$ cat config.mk
export PLATFORM = sky130hd
export DESIGN_NAME = noise_gate_with_hysteresis_core
export DESIGN_NICKNAME = d
export VERILOG_FILES = /design/src/rtl/ngh_pkg.sv /design/src/rtl/ngh_seq.sv /design/src/rtl/noise_gate_with_hysteresis_core.sv
export SDC_FILE = /design/constraint.sdc
export NUM_CORES = 2
export LEC_CHECK = 0
export ABC_CLOCK_PERIOD_IN_PS = 19450
export BUFFER_PORTS_ARGS = -buffer_cell sky130_fd_sc_hd__buf_2
export CAP_MARGIN = 15
export CORE_UTILIZATION = 55
export DETAILED_ROUTE_END_ITERATION = 7
export GPL_ROUTABILITY_DRIVEN = 0
export PLACE_DENSITY = 0.71
export SYNTH_ARGS = -nofsm -noshare
export SYNTH_HDL_FRONTEND = slang
export SYNTH_SLANG_ARGS = --single-unit
export TNS_END_PERCENT = 30
$ cat constraint.sdc
create_clock -name clk -period 19.45 [get_ports clk]
set_input_delay 1.945 -clock clk [delete_from_list [all_inputs] [get_ports clk]]
set_output_delay 1.945 -clock clk [all_outputs]
set_load 0.05 [all_outputs]
$ cat src/rtl/ngh_pkg.sv
package ngh_pkg;

  localparam int NGH_SAMPLE_WIDTH   = 16;
  localparam int NGH_COEF_FRAC_BITS = 16;

  localparam int LEVEL_W    = 31;
  localparam int COEFF_W    = 16;
  localparam int GAIN_W     = 17;
  localparam int CFG_IDX_W  = 3;
  localparam int CFG_DATA_W = 31;
  localparam int PC_W       = 4;

  localparam logic [GAIN_W-1:0]  GAIN_ONE  = 17'h10000;
  localparam logic [GAIN_W-1:0]  GAIN_HALF = 17'h08000;
  localparam logic [LEVEL_W-1:0] LEVEL_MAX = 31'h7FFFFFFF;

  localparam logic [LEVEL_W-1:0] OPEN_THR_RESET  = 31'd21475;
  localparam logic [LEVEL_W-1:0] CLOSE_THR_RESET = 31'd10763;
  localparam logic [COEFF_W-1:0] ENV_ATK_RESET   = 16'd65263;
  localparam logic [COEFF_W-1:0] ENV_REL_RESET   = 16'd65509;
  localparam logic [COEFF_W-1:0] GAIN_ATK_RESET  = 16'd65082;
  localparam logic [COEFF_W-1:0] GAIN_REL_RESET  = 16'd65527;

  typedef enum logic [CFG_IDX_W-1:0] {
    REG_OPEN_THR  = 3'd0,
    REG_CLOSE_THR = 3'd1,
    REG_ENV_ATK   = 3'd2,
    REG_ENV_REL   = 3'd3,
    REG_GAIN_ATK  = 3'd4,
    REG_GAIN_REL  = 3'd5
  } ngh_reg_t;

  typedef enum logic [2:0] {
    MUL_NONE,
    MUL_SQ,
    MUL_ENV,
    MUL_GAIN,
    MUL_OUT
  } ngh_mul_t;

  typedef enum logic [2:0] {
    WB_NONE,
    WB_SQ,
    WB_ENV,
    WB_TGT,
    WB_GAIN,
    WB_OUT
  } ngh_wb_t;

  typedef enum logic [1:0] {
    GO_NEXT,
    GO_IN,
    GO_OUT
  } ngh_cond_t;

  typedef struct packed {
    ngh_mul_t        mul;
    ngh_wb_t         wb;
    ngh_cond_t       cond;
    logic [PC_W-1:0] next_pc;
  } ngh_ctl_t;

  typedef struct packed {
    logic in_valid;
    logic out_free;
  } ngh_status_t;

  // One control word per step. A step with a wait condition holds until it is met.
  function automatic ngh_ctl_t ucode(input logic [PC_W-1:0] pc);
    ngh_ctl_t w;
    case (pc)
      4'd0:    w = '{MUL_NONE, WB_NONE, GO_IN,   4'd1};
      4'd1:    w = '{MUL_SQ,   WB_NONE, GO_NEXT, 4'd2};
      4'd2:    w = '{MUL_NONE, WB_SQ,   GO_NEXT, 4'd3};
      4'd3:    w = '{MUL_ENV,  WB_NONE, GO_NEXT, 4'd4};
      4'd4:    w = '{MUL_NONE, WB_ENV,  GO_NEXT, 4'd5};
      4'd5:    w = '{MUL_NONE, WB_TGT,  GO_NEXT, 4'd6};
      4'd6:    w = '{MUL_GAIN, WB_NONE, GO_NEXT, 4'd7};
      4'd7:    w = '{MUL_NONE, WB_GAIN, GO_NEXT, 4'd8};
      4'd8:    w = '{MUL_OUT,  WB_NONE, GO_NEXT, 4'd9};
      4'd9:    w = '{MUL_NONE, WB_OUT,  GO_OUT,  4'd0};
      default: w = '{MUL_NONE, WB_NONE, GO_NEXT, 4'd0};
    endcase
    return w;
  endfunction

endpackage

$ cat src/rtl/ngh_seq.sv
module ngh_seq
  import ngh_pkg::*;
(
  input  logic        clk,
  input  logic        rst,
  input  ngh_status_t status,
  output ngh_ctl_t    ctl
);

  logic [PC_W-1:0] pc;
  logic            advance;

  assign ctl = ucode(pc);

  always_comb begin
    case (ctl.cond)
      GO_NEXT: advance = 1'b1;
      GO_IN:   advance = status.in_valid;
      GO_OUT:  advance = status.out_free;
      default: advance = 1'b1;
    endcase
  end

  always_ff @(posedge clk) begin
    if (rst) begin
      pc <= '0;
    end else if (advance) begin
      pc <= ctl.next_pc;
    end
  end

endmodule

$ cat src/rtl/noise_gate_with_hysteresis_core.sv
// Noise gate with hysteresis and voice-activity flag, one audio sample per transaction.
// Input channel (in_valid/in_ready) carries sample_in and frame_end. Output channel
// (out_valid/out_ready) returns one result per input transaction: the gain-scaled
// sample, voice_active, level_valid and, on frame end, the frame's peak squared envelope.
// A microcoded sequencer runs ten steps per sample over one shared multiplier. The result
// is loaded into the output register at the last step, and the block takes no new sample
// until the sequencer is back at its first step.
// in_ready is high only while the sequencer waits at its first step.
// The result sits in an output register; the block accepts and processes the next
// sample while it waits, and holds at its last step only if that register is still
// full when the next result is ready. A stalled receiver thus leaves at most two items
// in the block, one in the output register and one at the last step, with in_ready low.
// Configuration writes (cfg_write, cfg_index, cfg_data) are registered; they are to be
// made only while the block is idle, and the block itself does not enforce this. Reset
// is synchronous: it loads the register defaults, clears the envelope, closes the gate,
// clears the frame peak and empties the output register.
module noise_gate_with_hysteresis_core
  import ngh_pkg::*;
#(
  parameter int SAMPLE_WIDTH   = NGH_SAMPLE_WIDTH,
  parameter int COEF_FRAC_BITS = NGH_COEF_FRAC_BITS
) (
  input  logic                           clk,
  input  logic                           rst,
  input  logic                           in_valid,
  output logic                           in_ready,
  input  logic signed [SAMPLE_WIDTH-1:0] sample_in,
  input  logic                           frame_end,
  output logic                           out_valid,
  input  logic                           out_ready,
  output logic signed [SAMPLE_WIDTH-1:0] sample_out,
  output logic                           voice_active,
  output logic                           level_valid,
  output logic [LEVEL_W-1:0]             peak_level_sq,
  input  logic                           cfg_write,
  input  logic [CFG_IDX_W-1:0]           cfg_index,
  input  logic [CFG_DATA_W-1:0]          cfg_data
);

  localparam int SW  = SAMPLE_WIDTH;
  localparam int F   = COEF_FRAC_BITS;
  localparam int AW  = (SW > F + 1) ? SW : F + 1;
  localparam int BW  = 32;
  localparam int PW  = AW + 1 + BW;
  localparam int CW  = (COEFF_W > F + 1) ? COEFF_W : F + 1;
  localparam int SCW = 2 * SW + 16;
  localparam int SQ_LSH = (33 - 2 * SW > 0) ? 33 - 2 * SW : 0;
  localparam int SQ_RSH = (2 * SW - 33 > 0) ? 2 * SW - 33 : 0;
  localparam logic [CW-1:0] COEF_ONE = CW'(1) << F;

  logic [LEVEL_W-1:0] open_thr;
  logic [LEVEL_W-1:0] close_thr;
  logic [COEFF_W-1:0] env_atk;
  logic [COEFF_W-1:0] env_rel;
  logic [COEFF_W-1:0] gain_atk;
  logic [COEFF_W-1:0] gain_rel;

  logic [SW-1:0]      mag;
  logic               neg;
  logic               fend;
  logic [LEVEL_W-1:0] sq;
  logic [LEVEL_W-1:0] env;
  logic [GAIN_W-1:0]  gate_gain;
  logic [LEVEL_W-1:0] peak;
  logic               tgt_one;
  logic signed [PW-1:0] prod;

  ngh_ctl_t    ctl;
  ngh_status_t status;

  logic               in_fire;
  logic               out_free;
  logic [SW-1:0]      mag_next;
  logic [COEFF_W-1:0] env_sel;
  logic [COEFF_W-1:0] gain_sel;
  logic [CW-1:0]      env_c;
  logic [CW-1:0]      gain_c;
  logic [CW-1:0]      env_om;
  logic [CW-1:0]      gain_om;
  logic [AW-1:0]      mul_a;
  logic signed [BW-1:0] mul_b;
  logic signed [31:0] env_diff;
  logic signed [17:0] gain_diff;
  logic [GAIN_W-1:0]  gain_tgt;
  logic signed [PW-1:0] prod_shr;
  logic [63:0]        sq_wide;
  logic signed [32:0] env_sum;
  logic signed [18:0] gain_sum;
  logic [LEVEL_W-1:0] thr;
  logic [SW+16:0]     scale_p;
  logic [SCW-1:0]     scaled;
  logic [SW-1:0]      mag_out;

  assign in_ready = (ctl.cond == GO_IN);
  assign in_fire  = in_valid && in_ready;
  assign out_free = !out_valid || out_ready;
  assign status   = '{in_valid: in_valid, out_free: out_free};

  ngh_seq u_seq (
    .clk    (clk),
    .rst    (rst),
    .status (status),
    .ctl    (ctl)
  );

  assign mag_next = sample_in[SW-1] ? (~sample_in + 1'b1) : sample_in;

  assign env_sel  = (sq > env) ? env_atk : env_rel;
  assign gain_tgt = tgt_one ? GAIN_ONE : '0;
  assign gain_sel = (tgt_one && (gate_gain != GAIN_ONE)) ? gain_atk : gain_rel;
  assign env_c    = (CW'(env_sel) > COEF_ONE) ? COEF_ONE : CW'(env_sel);
  assign gain_c   = (CW'(gain_sel) > COEF_ONE) ? COEF_ONE : CW'(gain_sel);
  assign env_om   = COEF_ONE - env_c;
  assign gain_om  = COEF_ONE - gain_c;
  assign env_diff  = $signed({1'b0, sq}) - $signed({1'b0, env});
  assign gain_diff = $signed({1'b0, gain_tgt}) - $signed({1'b0, gate_gain});

  always_comb begin
    case (ctl.mul)
      MUL_SQ: begin
        mul_a = AW'(mag);
        mul_b = $signed(BW'(mag));
      end
      MUL_ENV: begin
        mul_a = AW'(env_om);
        mul_b = BW'(env_diff);
      end
      MUL_GAIN: begin
        mul_a = AW'(gain_om);
        mul_b = BW'(gain_diff);
      end
      MUL_OUT: begin
        mul_a = AW'(mag);
        mul_b = $signed(BW'(gate_gain));
      end
      default: begin
        mul_a = '0;
        mul_b = '0;
      end
    endcase
  end

  assign prod_shr = prod >>> F;
  assign sq_wide  = (64'(prod[2*SW-1:0]) << SQ_LSH) >> SQ_RSH;
  assign env_sum  = $signed({2'b00, env}) + $signed(prod_shr[32:0]);
  assign gain_sum = $signed({2'b00, gate_gain}) + $signed(prod_shr[18:0]);
  assign thr      = (gate_gain > GAIN_HALF) ? close_thr : open_thr;
  assign scale_p  = prod[SW+16:0];
  assign scaled   = (SCW'(scale_p) << (SW - 1)) - SCW'(scale_p);
  assign mag_out  = scaled[SW+15 +: SW];

  always_ff @(posedge clk) begin
    if (rst) begin
      open_thr  <= OPEN_THR_RESET;
      close_thr <= CLOSE_THR_RESET;
      env_atk   <= ENV_ATK_RESET;
      env_rel   <= ENV_REL_RESET;
      gain_atk  <= GAIN_ATK_RESET;
      gain_rel  <= GAIN_REL_RESET;
    end else if (cfg_write) begin
      case (ngh_reg_t'(cfg_index))
        REG_OPEN_THR:  open_thr  <= cfg_data[LEVEL_W-1:0];
        REG_CLOSE_THR: close_thr <= cfg_data[LEVEL_W-1:0];
        REG_ENV_ATK:   env_atk   <= cfg_data[COEFF_W-1:0];
        REG_ENV_REL:   env_rel   <= cfg_data[COEFF_W-1:0];
        REG_GAIN_ATK:  gain_atk  <= cfg_data[COEFF_W-1:0];
        REG_GAIN_REL:  gain_rel  <= cfg_data[COEFF_W-1:0];
        default: ;
      endcase
    end
  end

  always_ff @(posedge clk) begin
    if (in_fire) begin
      mag  <= mag_next;
      neg  <= sample_in[SW-1];
      fend <= frame_end;
    end
    if (ctl.mul != MUL_NONE) begin
      prod <= $signed({1'b0, mul_a}) * mul_b;
    end
    if (ctl.wb == WB_SQ) begin
      sq <= (sq_wide > 64'(LEVEL_MAX)) ? LEVEL_MAX : sq_wide[LEVEL_W-1:0];
    end
    if (ctl.wb == WB_TGT) begin
      tgt_one <= (env >= thr);
    end
    if (ctl.wb == WB_OUT && out_free) begin
      sample_out    <= neg ? (~mag_out + 1'b1) : mag_out;
      voice_active  <= (gate_gain > GAIN_HALF);
      level_valid   <= fend;
      peak_level_sq <= fend ? peak : '0;
    end
  end

  always_ff @(posedge clk) begin
    if (rst) begin
      env       <= '0;
      gate_gain <= '0;
      peak      <= '0;
      out_valid <= 1'b0;
    end else begin
      if (ctl.wb == WB_ENV) begin
        env <= env_sum[LEVEL_W-1:0];
      end
      if (ctl.wb == WB_GAIN) begin
        gate_gain <= (gain_sum > $signed({2'b00, GAIN_ONE})) ? GAIN_ONE
                                                             : gain_sum[GAIN_W-1:0];
        if (env > peak) begin
          peak <= env;
        end
      end
      if (ctl.wb == WB_OUT && out_free) begin
        out_valid <= 1'b1;
        if (fend) begin
          peak <= '0;
        end
      end else if (out_ready) begin
        out_valid <= 1'b0;
      end
    end
  end

`ifndef SYNTHESIS
  a_one_item_at_a_time: assert property (@(posedge clk) disable iff (rst)
    in_fire |=> !in_ready)
    else $error("input accepted while an item is still being processed");

  a_gain_bounded: assert property (@(posedge clk) disable iff (rst)
    gate_gain <= GAIN_ONE)
    else $error("gate gain above unity");

  a_peak_only_on_frame_end: assert property (@(posedge clk) disable iff (rst)
    (out_valid && !level_valid) |-> (peak_level_sq == '0))
    else $error("peak level reported outside frame end");

  a_result_loaded: assert property (@(posedge clk) disable iff (rst)
    (ctl.wb == WB_OUT && out_free) |=> out_valid)
    else $error("result step did not fill the output register");
`endif

endmodule
==> impl_metrics.env <==
export IMPL_synth_edf_count=146
export IMPL_path_clk_slew_ps=70
export IMPL_worstMarginPinSlew_ps=1190
export IMPL_drv_cap=0
export IMPL_nets=5404
export IMPL_avgSynthCellArea_sq_um=8.73
export IMPL_drive_above_1_share=0.0669
export IMPL_placed_cells=5473
export IMPL_worst_setup_path_start_kind="register"
export IMPL_ff2ff_path_depth=38
export IMPL_p_int_mw=1.97
export IMPL_cts_max_path_buffers=3
export IMPL_grt_max_degree=95
export IMPL_syn2layout_area_growth_pct=7.10
export IMPL_vias=31809
export IMPL_irDropWorstVdd_mv=0.0916
export IMPL_cts_resized=0
export IMPL_crit_fanout=30
export IMPL_comb_power_share=0.470
export IMPL_clk_insertion_delay_late_ps=560
export IMPL_slowest_stage="nor2b_2"
export IMPL_ys_top_cells_by_count="inv_1 (720), nand2_1 (662), fa_1 (504), nor2_1 (420), ha_1 (281)"
export IMPL_cts_hold_buf=0
export IMPL_wirelength_um=113000
export IMPL_ant_nets=0
export IMPL_power_mw=3.52
export IMPL_finClkSkew_ps=19.6
export IMPL_cts_root_buf="clkbuf_16"
export IMPL_netlist_area_sq_um=39800
export IMPL_overflow=0
export IMPL_setup_tns_ps=0
export IMPL_hold_class="register to register"
export IMPL_critPathRequiredTime_ps=19760
export IMPL_cts_made_buffers=37
export IMPL_swShare=0.440
export IMPL_status="finished clean"
export IMPL_place_area_sq_um=41200
export IMPL_io_buffers=106
export IMPL_rows=98
export IMPL_whs_ps=453
export IMPL_utilization=0.595
export IMPL_syn_inst=4562
export IMPL_synth_cell_type_count=93
export IMPL_leakagePower_nw=19.6
export IMPL_synth_top_area_cell="fa_1"
export IMPL_die_y_um=271
export IMPL_hpwl_um=90100
export IMPL_synth_area_leaders="fa_1 (25%), dfxtp_1 (11%), edfxtp_1 (11%)"
export IMPL_cp_end_kind="register"
export IMPL_grt_pass1_vias=31587
export IMPL_first_iter_violations=2947
export IMPL_grt_pass1_wl_um=177000
export IMPL_cp_common_cell="fa_1"
export IMPL_crit_type="register to register"
export IMPL_p_clk_frac=0.226
export IMPL_die_width_um=271
export IMPL_power_density_nw_per_um2=82.5
export IMPL_whs_path_depth=2
export IMPL_pin_count=107
export IMPL_dr_pass1_iters=6
export IMPL_finalHoldViolCount=0
export IMPL_dieArea_sq_um=73500
export IMPL_async_flop_share=0
export IMPL_fmax_mhz=84.4
export IMPL_p_switching_mw=1.55
export IMPL_seqPwrFrac=0.304
export IMPL_synthFlopType="dfxtp_1"
export IMPL_clock_sinks=368
export IMPL_critical_path_arrival_ps=12160
export IMPL_cp_slowest_stage_delay_ps=870
export IMPL_antenna_found_initial=1
export IMPL_finalMaxSlewViolations=0
export IMPL_synth_seq_area_share=0.222
export IMPL_wl_per_cell_um=20.4
export IMPL_start_util=0.556
export IMPL_ys_seq_elements=368
export IMPL_min_period_ps=11850
export IMPL_post_cts_buffers=0
export IMPL_cts_htree_levels=2
export IMPL_grtUsageTotal=0.311
export IMPL_stdcell_area_sq_um=42600
export IMPL_ys_warnings_count=0
export IMPL_yosys_area_top_type_share=0.253
export IMPL_via_per_inst=5.74
export IMPL_yosysMostFrequentCell="inv_1"
export IMPL_core_area_sq_um=71600
export IMPL_setup_viol=0
export IMPL_setup_ws_ps=7600
export IMPL_rsz0062_at_grt="false"
export IMPL_max_slew_margin_rel=0.202
export IMPL_synth_nets=5403
export IMPL_drc_errors=0
export IMPL_timing_final_crit_share=0.609
export IMPL_cts_tree="yes"
export IMPL_final_cells=5543
export IMPL_dp_slack_ps=7780
## cell families (layout without fill, tap and decap cells)
kind of cell | count (synthesis) | count (layout) | synth area share
AND/OR/NAND/NOR | 1568 | 1568 | 0.180
buffers and inverters | 919 | 949 | 0.0880
adder cells (fa/ha/maj) | 786 | 786 | 0.342
AO/OA/AOI/OAI | 682 | 682 | 0.113
flip-flops | 368 | 368 | 0.222
XOR/XNOR | 158 | 158 | 0.0348
multiplexers | 81 | 81 | 0.0206
other | 0 | 1 | 0
## final cells by class
type                            instances  area [sq um]
Clock buffer                           46          1050
Inverter                              722          2710
Clock inverter                         22           307
Tap cell                              950          1190
Timing Repair Buffer                  159           951
Fill cell                            6376         29000
Antenna cell                            1          2.50
Multi-Input combinational cell       3275         27600
Sequential cell                       368          8830
## critical path: cells and delay by family (launching register included)
family | cells | cell delay [ps]
AO/OA/AOI/OAI | 14 | 3660
buffers and inverters | 7 | 990
flip-flops | 1 | 310
AND/OR/NAND/NOR | 7 | 2740
adder cells (fa/ha/maj) | 8 | 3610
XOR/XNOR | 2 | 260
## state kept, by name (all words and copies together), names as in the netlist, 4 cells and up
name and flops:
gain_rel 16, peak 31, prod 47, u_seq.ctl 12, open_thr 31, env_rel 16
sq 31, gate_gain 17, gain_atk 16, close_thr 31, mag 16, env_atk 16
env 31, sample_out 16, u_seq.pc 4, peak_level_sq 31
## worst paths after layout
| kind | endpoint | startpoint | slack, ps |
|---|---|---|---|
| worst max-delay path | prod[45]$_DFFE_PP_ | u_seq.ctl[10]$_SDFF_PP0_ | 7600 |
| worst min-delay path | open_thr[22]$_SDFFE_PP0P_ | open_thr[22]$_SDFFE_PP0P_ | 450 |
| worst max register to register | prod[45]$_DFFE_PP_ | u_seq.ctl[10]$_SDFF_PP0_ | 7600 |
| worst min register to register | open_thr[22]$_SDFFE_PP0P_ | open_thr[22]$_SDFFE_PP0P_ | 450 |
## power by group through the flow
stage	combinational, mW	clock, mW	sequential [mW]
floorplan	1.16	0	1.00
global placement	1.59	0	1.08
detailed placement	1.62	0	1.08
CTS	1.63	0.806	1.06
global route	1.82	0.834	1.07
finish	1.65	0.796	1.07
## routing by layer
layer / global-route usage / wire [um]
met4: 0.146 / 6050
met5: 0 / 66
met3: 0.0581 / 9770
met1: 0.403 / 45900
met2: 0.502 / 51400
## placed cells by master (no fill, tap or decap), types with 20 or more instances in the layout
cell | netlist | final
or3_1 | 36 | 35
buf_2 | 31 | 105
dfxtp_1 | 222 | 222
buf_4 | 2 | 53
a21o_1 | 90 | 90
ha_1 | 281 | 281
and3_1 | 20 | 20
xor2_1 | 37 | 37
o31ai_1 | 20 | 20
nor2_1 | 420 | 418
o21a_1 | 30 | 30
nand3_1 | 68 | 68
and2_1 | 55 | 55
nand3b_1 | 60 | 60
edfxtp_1 | 146 | 146
a31oi_1 | 23 | 23
nor2b_1 | 51 | 49
mux2i_1 | 76 | 76
a211oi_1 | 21 | 21
nand2b_1 | 59 | 59
nor3_1 | 36 | 36
inv_1 | 720 | 720
fa_1 | 504 | 504
clkbuf_16 | 0 | 39
nand4_1 | 33 | 33
xnor2_1 | 121 | 121
a21oi_1 | 235 | 233
o21ai_0 | 92 | 92
nand2_1 | 662 | 661
(Power assumes the default switching activity.)
